`src/hw/rtl/gbct_pkg.sv`:
```
// ----------------------------------------------------------------------------
// gbct_pkg: shared types and constants of the green blob centroid tracker
// Holds the payload structs, the configuration set and the frame snapshot.
// ----------------------------------------------------------------------------
package gbct_pkg;

  localparam int unsigned MAX_WIDTH  = 2048;
  localparam int unsigned MAX_HEIGHT = 2048;
  localparam int unsigned POS_W      = 11;
  localparam int unsigned CNT_W      = 23;
  localparam int unsigned SUM_W      = 33;
  localparam int unsigned DIVIDEND_W = SUM_W + 4;
  localparam int unsigned CQ_W       = 15;
  localparam int unsigned FIFO_DEPTH = 4;
  localparam int unsigned FIFO_AW    = 2;
  localparam int unsigned CFG_IDX_W  = 3;
  localparam int unsigned CFG_DATA_W = 23;

  localparam logic [CFG_IDX_W-1:0] REG_COLS_USED    = 3'd0;
  localparam logic [CFG_IDX_W-1:0] REG_ROWS_USED    = 3'd1;
  localparam logic [CFG_IDX_W-1:0] REG_MIN_PIXELS   = 3'd2;
  localparam logic [CFG_IDX_W-1:0] REG_MIN_BRIGHT   = 3'd3;
  localparam logic [CFG_IDX_W-1:0] REG_MIN_DELTA    = 3'd4;
  localparam logic [CFG_IDX_W-1:0] REG_HUE_LOW      = 3'd5;
  localparam logic [CFG_IDX_W-1:0] REG_HUE_HIGH     = 3'd6;
  localparam logic [CFG_IDX_W-1:0] REG_MIN_SAT      = 3'd7;

  typedef struct packed {
    logic [7:0] red;
    logic [7:0] green;
    logic [7:0] blue;
  } pix_t;

  typedef struct packed {
    logic [31:0]      frame_number;
    logic             found;
    logic [CNT_W-1:0] pixel_total;
    logic [CQ_W-1:0]  center_x_q4;
    logic [CQ_W-1:0]  center_y_q4;
    logic [10:0]      box_left;
    logic [10:0]      box_top;
    logic [11:0]      box_width;
    logic [11:0]      box_height;
  } res_t;

  typedef struct packed {
    logic [11:0]      cols_used;
    logic [11:0]      rows_used;
    logic [CNT_W-1:0] min_pixels;
    logic [7:0]       min_brightness;
    logic [7:0]       min_delta;
    logic [7:0]       hue_low;
    logic [7:0]       hue_high;
    logic [6:0]       min_saturation_pct;
  } cfg_t;

  typedef struct packed {
    logic [CNT_W-1:0] count;
    logic [SUM_W-1:0] sum_x;
    logic [SUM_W-1:0] sum_y;
    logic [POS_W-1:0] left;
    logic [POS_W-1:0] right;
    logic [POS_W-1:0] top;
    logic [POS_W-1:0] bottom;
  } snap_t;

endpackage

```
`src/hw/rtl/gbct_fifo.sv`:
```
// ----------------------------------------------------------------------------
// gbct_fifo: frame snapshot queue
// Short register queue between the pixel front end and the centroid back end.
// ----------------------------------------------------------------------------
module gbct_fifo (
  input  logic                          clk_i,
  input  logic                          rst_ni,
  input  logic                          push_i,
  input  gbct_pkg::snap_t               push_data_i,
  input  logic                          pop_i,
  output logic                          pop_valid_o,
  output gbct_pkg::snap_t               pop_data_o,
  output logic [gbct_pkg::FIFO_AW:0]    count_o
);

  gbct_pkg::snap_t                mem_q [gbct_pkg::FIFO_DEPTH];
  logic [gbct_pkg::FIFO_AW-1:0]   wr_ptr_q, rd_ptr_q;
  logic [gbct_pkg::FIFO_AW:0]     cnt_q, cnt_d;
  logic                           do_pop;

  assign do_pop      = pop_i && (cnt_q != '0);
  assign pop_valid_o = (cnt_q != '0);
  assign pop_data_o  = mem_q[rd_ptr_q];
  assign count_o     = cnt_q;

  always_comb begin
    cnt_d = cnt_q;
    if (push_i && !do_pop) begin
      cnt_d = cnt_q + 1'b1;
    end else if (!push_i && do_pop) begin
      cnt_d = cnt_q - 1'b1;
    end
  end

  always_ff @(posedge clk_i or negedge rst_ni) begin
    if (!rst_ni) begin
      wr_ptr_q <= '0;
      rd_ptr_q <= '0;
      cnt_q    <= '0;
    end else begin
      cnt_q <= cnt_d;
      if (push_i) begin
        wr_ptr_q <= wr_ptr_q + 1'b1;
      end
      if (do_pop) begin
        rd_ptr_q <= rd_ptr_q + 1'b1;
      end
    end
  end

  always_ff @(posedge clk_i) begin
    if (push_i) begin
      mem_q[wr_ptr_q] <= push_data_i;
    end
  end

endmodule

```
`src/hw/rtl/gbct_front.sv`:
```
// ----------------------------------------------------------------------------
// gbct_front: pixel front end
// Tracks raster position, classifies pixels as green and accumulates frame
// statistics; pushes one snapshot per finished frame into the queue.
// ----------------------------------------------------------------------------
module gbct_front (
  input  logic                        clk_i,
  input  logic                        rst_ni,
  input  gbct_pkg::cfg_t              cfg_i,
  input  logic                        in_valid_i,
  output logic                        in_ready_o,
  input  gbct_pkg::pix_t              in_data_i,
  input  logic [gbct_pkg::FIFO_AW:0]  fifo_count_i,
  output logic                        push_o,
  output gbct_pkg::snap_t             push_data_o
);

  localparam int unsigned PW = gbct_pkg::POS_W;

  logic          accept;
  logic [PW-1:0] col_q, row_q, last_col, last_row;
  logic          row_end, frame_end;

  // stage A
  logic          va_q, fea_q, prea_q;
  logic [PW-1:0] xa_q, ya_q;
  logic [7:0]    hia_q, spa_q;
  logic signed [9:0] na_q;

  // stage B
  logic          vb_q, feb_q, gb_q;
  logic [PW-1:0] xb_q, yb_q;

  // accumulators
  logic [gbct_pkg::CNT_W-1:0] cnt_q, cnt_n;
  logic [gbct_pkg::SUM_W-1:0] sx_q, sy_q, sx_n, sy_n;
  logic [PW-1:0] left_q, right_q, top_q, bot_q;
  logic [PW-1:0] left_n, right_n, top_n, bot_n;

  logic [7:0] hi, lo;
  logic [2:0] pend;

  always_comb begin
    if (cfg_i.cols_used == 12'd0) begin
      last_col = '0;
    end else if (cfg_i.cols_used > 12'(gbct_pkg::MAX_WIDTH)) begin
      last_col = PW'(gbct_pkg::MAX_WIDTH - 1);
    end else begin
      last_col = PW'(cfg_i.cols_used - 12'd1);
    end
    if (cfg_i.rows_used == 12'd0) begin
      last_row = '0;
    end else if (cfg_i.rows_used > 12'(gbct_pkg::MAX_HEIGHT)) begin
      last_row = PW'(gbct_pkg::MAX_HEIGHT - 1);
    end else begin
      last_row = PW'(cfg_i.rows_used - 12'd1);
    end
  end

  assign row_end   = (col_q >= last_col);
  assign frame_end = row_end && (row_q >= last_row);

  // hold off input while queued plus in-flight frame ends could overflow
  assign pend       = 3'(va_q && fea_q) + 3'(vb_q && feb_q);
  assign in_ready_o = (3'(fifo_count_i) + pend) < 3'(gbct_pkg::FIFO_DEPTH);
  assign accept     = in_valid_i && in_ready_o;

  always_comb begin
    hi = in_data_i.red;
    lo = in_data_i.red;
    if (in_data_i.green > hi) hi = in_data_i.green;
    if (in_data_i.blue > hi)  hi = in_data_i.blue;
    if (in_data_i.green < lo) lo = in_data_i.green;
    if (in_data_i.blue < lo)  lo = in_data_i.blue;
  end

  always_ff @(posedge clk_i or negedge rst_ni) begin
    if (!rst_ni) begin
      col_q <= '0;
      row_q <= '0;
      va_q  <= 1'b0;
      vb_q  <= 1'b0;
    end else begin
      va_q <= accept;
      vb_q <= va_q;
      if (accept) begin
        if (!row_end) begin
          col_q <= col_q + 1'b1;
        end else begin
          col_q <= '0;
          row_q <= frame_end ? '0 : row_q + 1'b1;
        end
      end
    end
  end

  always_ff @(posedge clk_i) begin
    if (accept) begin
      xa_q   <= col_q;
      ya_q   <= row_q;
      fea_q  <= frame_end;
      hia_q  <= hi;
      spa_q  <= hi - lo;
      na_q   <= $signed({2'b00, in_data_i.blue}) - $signed({2'b00, in_data_i.red});
      prea_q <= (hi >= cfg_i.min_brightness) && ((hi - lo) >= cfg_i.min_delta) &&
                (in_data_i.green == hi) && (hi != lo);
    end
  end

  // hue window tested by cross-multiplication instead of division
  logic signed [9:0]  lo_d, hi_d, s10, m10;
  logic signed [19:0] p1, p2, p3, p4, m20;
  logic               neg, ge_low, le_high, sat_ok;

  always_comb begin
    lo_d   = $signed({2'b00, cfg_i.hue_low}) - 10'sd120;
    hi_d   = $signed({2'b00, cfg_i.hue_high}) - 10'sd120;
    s10    = $signed({2'b00, spa_q});
    neg    = na_q[9];
    m10    = neg ? -na_q : na_q;
    // scale the channel difference by the 60 degree sector width
    m20    = 20'sd60 * 20'(m10);
    p1     = lo_d * s10;
    p2     = (10'sd1 - lo_d) * s10;
    p3     = (hi_d + 10'sd1) * s10;
    p4     = (-hi_d) * s10;
    if (!neg) begin
      ge_low  = (lo_d <= 10'sd0) || (m20 >= p1);
      le_high = (hi_d >= 10'sd0) && (m20 < p3);
    end else begin
      ge_low  = (lo_d <= 10'sd0) && (m20 < p2);
      le_high = (hi_d >= 10'sd0) || (m20 >= p4);
    end
    sat_ok = (15'(spa_q) * 15'd100) >= (15'(cfg_i.min_saturation_pct) * 15'(hia_q));
  end

  always_ff @(posedge clk_i) begin
    if (va_q) begin
      xb_q  <= xa_q;
      yb_q  <= ya_q;
      feb_q <= fea_q;
      gb_q  <= prea_q && ge_low && le_high && sat_ok;
    end
  end

  always_comb begin
    cnt_n   = cnt_q;
    sx_n    = sx_q;
    sy_n    = sy_q;
    left_n  = left_q;
    right_n = right_q;
    top_n   = top_q;
    bot_n   = bot_q;
    if (gb_q) begin
      if (cnt_q == '0 || xb_q < left_q)  left_n  = xb_q;
      if (cnt_q == '0 || xb_q > right_q) right_n = xb_q;
      if (cnt_q == '0 || yb_q < top_q)   top_n   = yb_q;
      if (cnt_q == '0 || yb_q > bot_q)   bot_n   = yb_q;
      cnt_n = cnt_q + 1'b1;
      sx_n  = sx_q + gbct_pkg::SUM_W'(xb_q);
      sy_n  = sy_q + gbct_pkg::SUM_W'(yb_q);
    end
  end

  assign push_o = vb_q && feb_q;

  always_comb begin
    push_data_o.count  = cnt_n;
    push_data_o.sum_x  = sx_n;
    push_data_o.sum_y  = sy_n;
    push_data_o.left   = left_n;
    push_data_o.right  = right_n;
    push_data_o.top    = top_n;
    push_data_o.bottom = bot_n;
  end

  always_ff @(posedge clk_i or negedge rst_ni) begin
    if (!rst_ni) begin
      cnt_q   <= '0;
      sx_q    <= '0;
      sy_q    <= '0;
      left_q  <= '1;
      right_q <= '0;
      top_q   <= '1;
      bot_q   <= '0;
    end else if (vb_q) begin
      if (feb_q) begin
        // clear for the next frame
        cnt_q   <= '0;
        sx_q    <= '0;
        sy_q    <= '0;
        left_q  <= '1;
        right_q <= '0;
        top_q   <= '1;
        bot_q   <= '0;
      end else begin
        cnt_q   <= cnt_n;
        sx_q    <= sx_n;
        sy_q    <= sy_n;
        left_q  <= left_n;
        right_q <= right_n;
        top_q   <= top_n;
        bot_q   <= bot_n;
      end
    end
  end

endmodule

```
`src/hw/rtl/gbct_div.sv`:
```
// ----------------------------------------------------------------------------
// gbct_div: restoring divider
// One quotient bit per cycle; returns the low bits of the centroid quotient.
// ----------------------------------------------------------------------------
module gbct_div (
  input  logic                              clk_i,
  input  logic                              rst_ni,
  input  logic                              start_i,
  input  logic [gbct_pkg::DIVIDEND_W-1:0]   dividend_i,
  input  logic [gbct_pkg::CNT_W-1:0]        divisor_i,
  output logic                              done_o,
  output logic [gbct_pkg::CQ_W-1:0]         quotient_o
);

  localparam int unsigned DW = gbct_pkg::DIVIDEND_W;
  localparam int unsigned VW = gbct_pkg::CNT_W;

  logic [DW-1:0] dq_q;
  logic [VW-1:0] rem_q, den_q;
  logic [5:0]    step_q;
  logic          busy_q, done_q;
  logic [VW:0]   trial;
  logic          qbit;

  assign trial      = {rem_q, dq_q[DW-1]};
  assign qbit       = (trial >= {1'b0, den_q});
  assign done_o     = done_q;
  assign quotient_o = dq_q[gbct_pkg::CQ_W-1:0];

  always_ff @(posedge clk_i or negedge rst_ni) begin
    if (!rst_ni) begin
      busy_q <= 1'b0;
      done_q <= 1'b0;
      step_q <= '0;
    end else begin
      done_q <= 1'b0;
      if (start_i) begin
        busy_q <= 1'b1;
        step_q <= '0;
      end else if (busy_q) begin
        step_q <= step_q + 1'b1;
        if (step_q == 6'(DW - 1)) begin
          busy_q <= 1'b0;
          done_q <= 1'b1;
        end
      end
    end
  end

  always_ff @(posedge clk_i) begin
    if (start_i) begin
      dq_q  <= dividend_i;
      rem_q <= '0;
      den_q <= divisor_i;
    end else if (busy_q) begin
      rem_q <= qbit ? VW'(trial - {1'b0, den_q}) : trial[VW-1:0];
      dq_q  <= {dq_q[DW-2:0], qbit};
    end
  end

endmodule

```
`src/hw/rtl/gbct_back.sv`:
```
// ----------------------------------------------------------------------------
// gbct_back: centroid back end
// Pops frame snapshots, divides the sums by the count for found frames and drives results.
// ----------------------------------------------------------------------------
module gbct_back (
  input  logic             clk_i,
  input  logic             rst_ni,
  input  gbct_pkg::cfg_t   cfg_i,
  input  logic             pop_valid_i,
  input  gbct_pkg::snap_t  pop_data_i,
  output logic             pop_o,
  output logic             out_valid_o,
  input  logic             out_ready_i,
  output gbct_pkg::res_t   out_data_o
);

  localparam logic [1:0] ST_IDLE = 2'd0;
  localparam logic [1:0] ST_DIV  = 2'd1;
  localparam logic [1:0] ST_DONE = 2'd2;

  logic [1:0]      state_q, state_d;
  gbct_pkg::snap_t snap_q;
  logic            found_q, use_q;
  logic [31:0]     frame_q;
  logic            out_valid_q;
  gbct_pkg::res_t  out_q;
  logic            start, done_x, done_y, load_out, found, use_div;
  logic [gbct_pkg::CQ_W-1:0] qx, qy;

  assign found   = (pop_data_i.count >= cfg_i.min_pixels);
  assign use_div = found && (pop_data_i.count != '0);
  assign pop_o   = (state_q == ST_IDLE) && pop_valid_i;
  assign start   = pop_o && use_div;
  assign load_out = (state_q == ST_DONE) && (!out_valid_q || out_ready_i);

  gbct_div u_div_x (
    .clk_i      (clk_i),
    .rst_ni     (rst_ni),
    .start_i    (start),
    .dividend_i ({pop_data_i.sum_x, 4'b0000}),
    .divisor_i  (pop_data_i.count),
    .done_o     (done_x),
    .quotient_o (qx)
  );

  gbct_div u_div_y (
    .clk_i      (clk_i),
    .rst_ni     (rst_ni),
    .start_i    (start),
    .dividend_i ({pop_data_i.sum_y, 4'b0000}),
    .divisor_i  (pop_data_i.count),
    .done_o     (done_y),
    .quotient_o (qy)
  );

  always_comb begin
    state_d = state_q;
    unique case (state_q)
      ST_IDLE: begin
        if (pop_o) state_d = use_div ? ST_DIV : ST_DONE;
      end
      ST_DIV: begin
        if (done_x && done_y) state_d = ST_DONE;
      end
      ST_DONE: begin
        if (load_out) state_d = ST_IDLE;
      end
      default: state_d = ST_IDLE;
    endcase
  end

  always_ff @(posedge clk_i or negedge rst_ni) begin
    if (!rst_ni) begin
      state_q     <= ST_IDLE;
      frame_q     <= '0;
      out_valid_q <= 1'b0;
    end else begin
      state_q <= state_d;
      if (load_out) begin
        out_valid_q <= 1'b1;
        frame_q     <= frame_q + 32'd1;
      end else if (out_ready_i) begin
        out_valid_q <= 1'b0;
      end
    end
  end

  always_ff @(posedge clk_i) begin
    if (pop_o) begin
      snap_q  <= pop_data_i;
      found_q <= found;
      use_q   <= use_div;
    end
    if (load_out) begin
      out_q.frame_number <= frame_q;
      out_q.found        <= found_q;
      out_q.pixel_total  <= snap_q.count;
      out_q.center_x_q4  <= use_q ? qx : '0;
      out_q.center_y_q4  <= use_q ? qy : '0;
      out_q.box_left     <= use_q ? snap_q.left : '0;
      out_q.box_top      <= use_q ? snap_q.top : '0;
      out_q.box_width    <= use_q ? 12'(snap_q.right - snap_q.left) + 12'd1 : '0;
      out_q.box_height   <= use_q ? 12'(snap_q.bottom - snap_q.top) + 12'd1 : '0;
    end
  end

  assign out_valid_o = out_valid_q;
  assign out_data_o  = out_q;

endmodule

```
`src/hw/rtl/green_blob_centroid_tracker_unit.sv`:
```
// ----------------------------------------------------------------------------
// green_blob_centroid_tracker_unit: green blob centroid and box tracker
// Classifies RGB pixels in raster order and reports one result per frame.
// ----------------------------------------------------------------------------
// Throughput: one pixel per cycle; input stalls only while queued and in-flight
//   frame ends fill the four-entry queue (frames shorter than a division, or
//   results held at the output). Division uses the 37-step restoring dividers;
//   frames that need no division skip them.
// Reset: asynchronous, active low; configuration returns to defaults and all
//   counters and accumulators clear.
// ----------------------------------------------------------------------------
module green_blob_centroid_tracker_unit (
  input  logic                                clk_i,
  input  logic                                rst_ni,
  input  logic                                cfg_we_i,
  input  logic [gbct_pkg::CFG_IDX_W-1:0]      cfg_idx_i,
  input  logic [gbct_pkg::CFG_DATA_W-1:0]     cfg_data_i,
  input  logic                                in_valid_i,
  output logic                                in_ready_o,
  input  gbct_pkg::pix_t                      in_data_i,
  output logic                                out_valid_o,
  input  logic                                out_ready_i,
  output gbct_pkg::res_t                      out_data_o
);

  gbct_pkg::cfg_t  cfg_q;
  logic            push, pop, pop_valid;
  gbct_pkg::snap_t push_data, pop_data;
  logic [gbct_pkg::FIFO_AW:0] fifo_count;

  always_ff @(posedge clk_i or negedge rst_ni) begin
    if (!rst_ni) begin
      cfg_q.cols_used          <= 12'd640;
      cfg_q.rows_used          <= 12'd480;
      cfg_q.min_pixels         <= 23'd80;
      cfg_q.min_brightness     <= 8'd50;
      cfg_q.min_delta          <= 8'd30;
      cfg_q.hue_low            <= 8'd60;
      cfg_q.hue_high           <= 8'd170;
      cfg_q.min_saturation_pct <= 7'd35;
    end else if (cfg_we_i) begin
      unique case (cfg_idx_i)
        gbct_pkg::REG_COLS_USED:    cfg_q.cols_used          <= cfg_data_i[11:0];
        gbct_pkg::REG_ROWS_USED:    cfg_q.rows_used          <= cfg_data_i[11:0];
        gbct_pkg::REG_MIN_PIXELS:   cfg_q.min_pixels         <= cfg_data_i;
        gbct_pkg::REG_MIN_BRIGHT:   cfg_q.min_brightness     <= cfg_data_i[7:0];
        gbct_pkg::REG_MIN_DELTA:    cfg_q.min_delta          <= cfg_data_i[7:0];
        gbct_pkg::REG_HUE_LOW:      cfg_q.hue_low            <= cfg_data_i[7:0];
        gbct_pkg::REG_HUE_HIGH:     cfg_q.hue_high           <= cfg_data_i[7:0];
        gbct_pkg::REG_MIN_SAT:      cfg_q.min_saturation_pct <= cfg_data_i[6:0];
        default: ;
      endcase
    end
  end

  gbct_front u_front (
    .clk_i        (clk_i),
    .rst_ni       (rst_ni),
    .cfg_i        (cfg_q),
    .in_valid_i   (in_valid_i),
    .in_ready_o   (in_ready_o),
    .in_data_i    (in_data_i),
    .fifo_count_i (fifo_count),
    .push_o       (push),
    .push_data_o  (push_data)
  );

  gbct_fifo u_fifo (
    .clk_i       (clk_i),
    .rst_ni      (rst_ni),
    .push_i      (push),
    .push_data_i (push_data),
    .pop_i       (pop),
    .pop_valid_o (pop_valid),
    .pop_data_o  (pop_data),
    .count_o     (fifo_count)
  );

  gbct_back u_back (
    .clk_i       (clk_i),
    .rst_ni      (rst_ni),
    .cfg_i       (cfg_q),
    .pop_valid_i (pop_valid),
    .pop_data_i  (pop_data),
    .pop_o       (pop),
    .out_valid_o (out_valid_o),
    .out_ready_i (out_ready_i),
    .out_data_o  (out_data_o)
  );

endmodule
```
`config.mk`:
```
export PLATFORM = sky130hd
export DESIGN_NAME = green_blob_centroid_tracker_unit
export DESIGN_NICKNAME = d
export VERILOG_FILES = /design/src/hw/rtl/gbct_pkg.sv /design/src/hw/rtl/gbct_fifo.sv /design/src/hw/rtl/gbct_front.sv /design/src/hw/rtl/gbct_div.sv /design/src/hw/rtl/gbct_back.sv /design/src/hw/rtl/green_blob_centroid_tracker_unit.sv
export SDC_FILE = /design/constraint.sdc
export NUM_CORES = 2
export LEC_CHECK = 0
export ABC_AREA = 1
export BUFFER_PORTS_ARGS = -buffer_cell sky130_fd_sc_hd__buf_2
export CAP_MARGIN = 25
export CORE_ASPECT_RATIO = 0.5
export CORE_MARGIN = 4
export CORE_UTILIZATION = 45
export CTS_BUF_LIST = sky130_fd_sc_hd__clkbuf_16
export DETAILED_ROUTE_END_ITERATION = 12
export PLACE_DENSITY = 0.72
export SLEW_MARGIN = 20
export SYNTH_ARGS = -nofsm -noshare
export SYNTH_HDL_FRONTEND = slang
export SYNTH_HIERARCHICAL = 1
export SYNTH_SLANG_ARGS = --single-unit
```
`constraint.sdc`:
```
create_clock -name clk_i -period 6.5 [get_ports clk_i]
set_clock_uncertainty 0.1 [all_clocks]
set_input_delay 1.3 -clock clk_i [delete_from_list [all_inputs] [get_ports clk_i]]
set_output_delay 1.3 -clock clk_i [all_outputs]
set_load 0.01 [all_outputs]
```
== Yosys cells after proc, flatten, opt, wreduce, memory -nomap -nowiden ==
Memory sizes are Yosys's and may differ from the RTL's.
Cells that the tools add are included.
Storage, ports and cells
  register bits after elaboration: 719
  bits in writable memories: 532
  input port bits: 55
  output and inout port bits: 134
  memories kept: 1
Cells by class
  add/sub/neg operators: 30
  $mul: 7
  order comparisons: 25
  equality and inequality tests: 16
  mux-type cells: 64
  reduce and logical (&&, ||, !) cells: 51
Memory list
  u_fifo.mem_q: depth 4, bits a word 133, rd ports 1, clocked after Yosys merged registers in 0, wr ports 1, line gbct_fifo.sv:16  | gbct_pkg::snap_t mem_q [gbct_pkg::FIFO_DEPTH];
Operators with widths (number)
  $mux 11: 18
  $mux 37: 4
  $mux 33: 4
  $mux 23: 4
  $add 33x11->33: 2
  $mul 20x9->20: 3
  $ge 24x23->1: 2
  $sub 23x23->23: 2
  $ge 20x20->1: 2
  $lt 20x20->1: 2
  $add 32x1->32 const B: 1
  $mux 8: 4
  $add 12x1->12 const B: 2
  $gt 12x12->1 const B: 2
  $logic_not 12->1: 2
  $mux 6: 4
  $sub 11x11->12: 2
  $add 23x1->23 const B: 1
  $ge 23x23->1: 1
  $logic_not 23->1: 1
  $reduce_bool 23->1: 1
  $add 11x1->11 const B: 2
  $ge 11x11->1: 2
  $gt 11x11->1: 2
  49 further kinds: 123

== Longest topological paths before layout ==
  depth after elaboration: 9
  depth in mapped cells: 43
  depth with buffers taken out: 42

== Cells and area by module ==
The synthesis kept the hierarchy.
Modules (own cells, without submodules)
  gbct_front: instances 1, cells each 4620, area each 35071.1 um^2, seq. area each 6148.4 um^2
  gbct_fifo: instances 1, cells each 1606, area each 21471.8 um^2, seq. area each 16150.5 um^2
  gbct_div: instances 2, cells each 751, area each 5457.7 um^2, seq. area each 2462.4 um^2
  gbct_back: instances 1, cells each 913, area each 10561.4 um^2, seq. area each 6911.6 um^2
  green_blob_centroid_tracker_unit: instances 1, cells each 393, area each 3445.8 um^2, seq. area each 2184.6 um^2

== Worst setup path before layout ==
No wires, ideal clock.
  kind: reg2reg
  from: register cfg_q[10] in the netlist's numbering
  to: register u_front.gb_q, data pin
  library setup time: 0.252 ns
  arrival: 6.628 ns
  data required time: 6.148 ns
  slack: -0.480 ns
  stages on the path, launching flop included: 37
  buffers on the path: 0
  period minus slack after synthesis: 6.980 ns
  cells stage by stage: dfstp_2 inv_1 ha_1 nand4_1 nor2_1 nand3_4 ha_1 inv_1 nand2_1 fa_1 inv_1 fa_1 fa_1 inv_1 fa_1 inv_1 ha_1 nand2_1 nor3_1 nand2_1 o211ai_1 a21oi_1 o21ai_0 a21oi_1 o21bai_1 nand2_1 nand3_1 nand2_1 ha_1 nand4_1 a21oi_1 nor3_1 nand4_1 xor2_1 nand3_1 nand3_1 nor2_1
On the way
  cells in the longest elaborated chain, start to end: 8
  elaborated cells between the ends (all ways): 13
  classes of those cells: add/sub: 3; mul: 2; order compare: 3; mux: 1; reduce/logical: 4
Ends and longest elaborated chain
  start: declaration: line green_blob_centroid_tracker_unit.sv:26  | gbct_pkg::cfg_t cfg_q;
  $sub 8x7->9 (*): line gbct_front.sv:117  | hi_d = $signed({2'b00, cfg_i.hue_high}) - 10'sd120;
  $add 9x2->10 or $neg 9->20 (tied branches): line gbct_front.sv:125, gbct_front.sv:126
  $mul 20x9->20, on equally long branches: line gbct_front.sv:125, gbct_front.sv:126
  $lt 20x20->1 or $ge 20x20->1 (tied branches): line gbct_front.sv:129, gbct_front.sv:132
  $logic_and 1x1->1 or $logic_or 1x1->1 (tied branches): line gbct_front.sv:129, gbct_front.sv:132
  $mux 1 (*): line gbct_front.sv:127  | if (!neg) begin
  $logic_and 1x1->1 (*) (2 in series): line gbct_front.sv:142  | gb_q <= prea_q && ge_low && le_high && sat_ok;
  end signal: assignment: line gbct_front.sv:142
  end: declaration: line gbct_front.sv:31  | logic vb_q, feb_q, gb_q;
Mark *: on every way between the ends. The rest lies on a longest branch, timed or not.
A chain may end at the register's enable or synchronous reset.

== Worst setup path after layout ==
Ends and elaborated chain as after synthesis.

==> results.py <==
metrics = {
    "job": {
        "drv_cap": 0,
    },
    "floorplanning": {
        "die_y_um": 309,
        "initial_core_util_pct": 45.3,
        "io-pin-count": 189,
        "core-area_mm2": 0.180,
        "die_area_mm2": 0.188,
        "num_rows": 110,
        "die_w_um": 610,
    },
    "sta": {
        "rsz0062_at_grt": "true",
        "relSlewSlack_pct": 29.7,
        "fin_ws_ps": -265,
        "slew_viol_final": 0,
        "fmax_mhz": 148,
        "min_period_ps": 6770,
        "worstMarginPinSlew_ps": 1060,
        "fin_setup_tns_ps": -265,
        "setup_viol": 1,
        "fin_hold_ws_ps": 309,
        "post-route-period-util_pct": 104,
        "hold_viol": 0,
    },
    "cts": {
        "clock_latency_ps": 780,
        "cts_hold_buf": 0,
        "cts_buffers": 113,
        "cts_num_sinks": 1273,
        "cts_buffer_depth": 3,
        "cts_root_buf": "clkbuf_16",
        "clk_pin_slew_worst_paths_ps": 70,
        "h-tree-depth": 3,
        "cts_tree": "yes",
    },
    "detailed_routing": {
        "drt_iter0_drc": 4456,
        "first_pass_iters": 6,
        "wl_per_cell_um": 16.2,
        "dr_total_vias": 60700,
        "ant_nets": 0,
        "drt-total-wl_mm": 194,
        "vias_per_cell": 5.07,
        "drc": 0,
    },
    "synthesis": {
        "synth-seq-cells": 1273,
        "synthCells": 9034,
        "synth_top_flop_cell": "edfxtp_1",
        "netlist_top_cells_count": "2391 x nand2_1, 1720 x inv_1, 926 x edfxtp_1",
        "synth.distinct_cells": 74,
        "synth_edf_count": 926,
        "synth_async_sr_flop_share_pct": 23.6,
        "synthTopCellsByArea": "edfxtp_1 34%, nand2_1 11%, ha_1 9.2%, fa_1 8.2%, inv_1 7.9%",
        "synth_top_area_share_pct": 34.1,
        "yosysWarnings": 6,
        "ys_seq_area_share_pct": 44.6,
        "syn_area_per_cell_um2": 9.02,
        "yosysMostFrequentCell": "nand2_1",
        "synth.cell_area_mm2": 0.0815,
        "yosysTopAreaCell": "edfxtp_1",
    },
    "run_status": {
        "violations": "setup timing",
        "status": "finished, violations left",
    },
    "critical_path": {
        "cpPeakStageDelay_ps": 600,
        "crit_type": "register to register",
        "required_ps": 6890,
        "reg2regPathDepth": 36,
        "cp_slowest_cell": "dfstp_2",
        "rrSetupSlack_ps": -270,
        "critPathMaxFanout": 4,
        "cp_data_arrival_time_ps": 7160,
        "rr_endpoint": "u_front/gb_q",
        "critPathCaptureType": "register",
        "rr_startpoint": "cfg_q[10]",
        "startpoint_type": "register",
    },
    "final_layout": {
        "fill_cells": 16000,
        "layout-drive-gt1-share_pct": 10.7,
        "fin_nets": 10500,
        "finalInstanceArea_mm2": 0.0916,
        "area_delta_synth_final_pct": 12.5,
    },
    "global_routing": {
        "grt_max_degree": 163,
        "grt_antenna_before_repair": 17,
        "grt_pass1_wl_mm": 312,
        "grt_pass1_vias": 59700,
        "globalRouteOverflowTotal": 0,
        "track_usage_pct": 20.4,
    },
    "hold_path": {
        "hp-start": "u_front/ya_q[3]",
        "holdPathStages": 0,
        "hold_end": "u_front/yb_q[3]",
        "hold_class": "register to register",
    },
    "placement": {
        "pre_cts_slack_ps": -580,
        "numPortBuffers": 188,
        "dpl.hpwl_mm": 140,
        "routabilityCongestion": 0.914,
        "placed_area_mm2": 0.0871,
    },
}
==> worst max-delay path, delay by kind of cell (launching register included) <==
kind	cells	cell delay, ps
AOI/OAI and AO/OA	6	800
xor gates and xnor gates	1	180
adders and majority gates	8	3030
buffers and inverters	6	340
DFF	1	600
and+or+nand+nor	15	1530
==> metal layers <==
| metal | vias up | track usage (%) | wire [um] |
|---|---|---|---|
| li1 | 29800 | - | - |
| met1 | 29000 | 26.9 | 83400 |
| met2 | 1593 | 35.7 | 94000 |
| met3 | 320 | 2.75 | 11600 |
| met4 | 4 | 5.48 | 5060 |
| met5 | - | 0 | 22 |
==> logic make-up after synthesis <==
logic type      Yosys count  share of synthesized area (%)
compound gates         1006                           7.53
xor+xnor                251                           2.74
fa+ha+maj               930                           17.3
buf+inv                2032                           9.96
flops                  1273                           44.6
other cells               2                        0.00922
simple gates           3540                           17.8
==> layout make-up <==
type / instances / area [um^2] / area share, %
antenna: 2 / 5.00 / 0.00546
sequential: 1273 / 36300 / 39.6
clock inverter: 102 / 1090 / 1.19
inverter: 1743 / 6590 / 7.19
tap: 2408 / 3010 / 3.29
multi-input combinational: 5741 / 37600 / 41.0
timing repair buffer: 594 / 4180 / 4.56
clock buffer: 114 / 2850 / 3.11
==> cell usage in the layout, fill, tap and decap left out, types with 14 or more instances in the layout <==
| cell | netlist | final |
|---|---|---|
| buf_2 | 66 | 187 |
| o211ai_1 | 278 | 278 |
| dfxtp_1 | 46 | 46 |
| a21oi_1 | 303 | 293 |
| inv_1 | 1720 | 1714 |
| edfxtp_1 | 926 | 926 |
| clkbuf_16 | 0 | 114 |
| o22ai_1 | 65 | 65 |
| nand3_1 | 273 | 267 |
| nand2_2 | 13 | 24 |
| buf_4 | 39 | 387 |
| nor2_2 | 16 | 26 |
| nor4_1 | 24 | 22 |
| xnor2_1 | 88 | 85 |
| o21ai_1 | 14 | 21 |
| dfstp_2 | 48 | 48 |
| nor3_1 | 92 | 89 |
| ha_4 | 0 | 18 |
| o21ai_0 | 239 | 232 |
| ha_1 | 598 | 580 |
| nor2_1 | 576 | 564 |
| dfrtp_1 | 253 | 251 |
| xor2_1 | 160 | 159 |
| a21o_1 | 18 | 18 |
| conb_1 | 2 | 14 |
| bufinv_16 | 0 | 15 |
| fa_1 | 332 | 332 |
| clkinv_2 | 0 | 26 |
| nand2_1 | 2391 | 2379 |
| nand4_1 | 76 | 76 |
| o21bai_1 | 22 | 22 |
| inv_2 | 13 | 23 |
| clkinv_1 | 7 | 23 |
==> sequential cells by signal, indices dropped and copies added (netlist names), 23 cells and up <==
register,cells
u_back/u_div_y/rem_q,23
u_back/u_div_y/den_q,23
u_back/frame_q,32
u_back/u_div_y/dq_q,37
u_front/cnt_q,23
cfg_q,86
u_back/u_div_x/dq_q,37
u_back/u_div_x/den_q,23
u_back/u_div_x/rem_q,23
u_back/snap_q,67
u_front/sx_q,33
u_back/out_data_o,132
u_front/sy_q,33
u_fifo/mem_q,532
==> through the flow <==
stage	cells	utilization [%]
floorplan	9046	-
global placement	11700	48.4
detailed placement	11700	48.4
CTS	12000	50.9
global route	12000	50.9
finish	12000	50.9
==> worst max path at each step <==
stage | from | slack (ps) | cells past startpoint | to
after global routing | cfg_q[18] | -670 | 37 | u_front/gb_q
after detailed placement | cfg_q[10] | -580 | 35 | u_front/gb_q
after floorplan | cfg_q[10] | -150 | 36 | u_front/gb_q
after global placement | cfg_q[18] | -530 | 40 | u_front/gb_q
after CTS | cfg_q[10] | -260 | 35 | u_front/gb_q
final | cfg_q[10] | -270 | 36 | u_front/gb_q
==> what timing repair did <==
action                                  CTS  global route
endpoints found under the setup margin    1             1
pin swaps                                63            15
gates resized for setup                  74            20
setup buffers                             8             5
gates cloned                              0             0
Power is not shown: default switching activity piles up to over one toggle a cycle in this logic, so the estimate is an artifact.
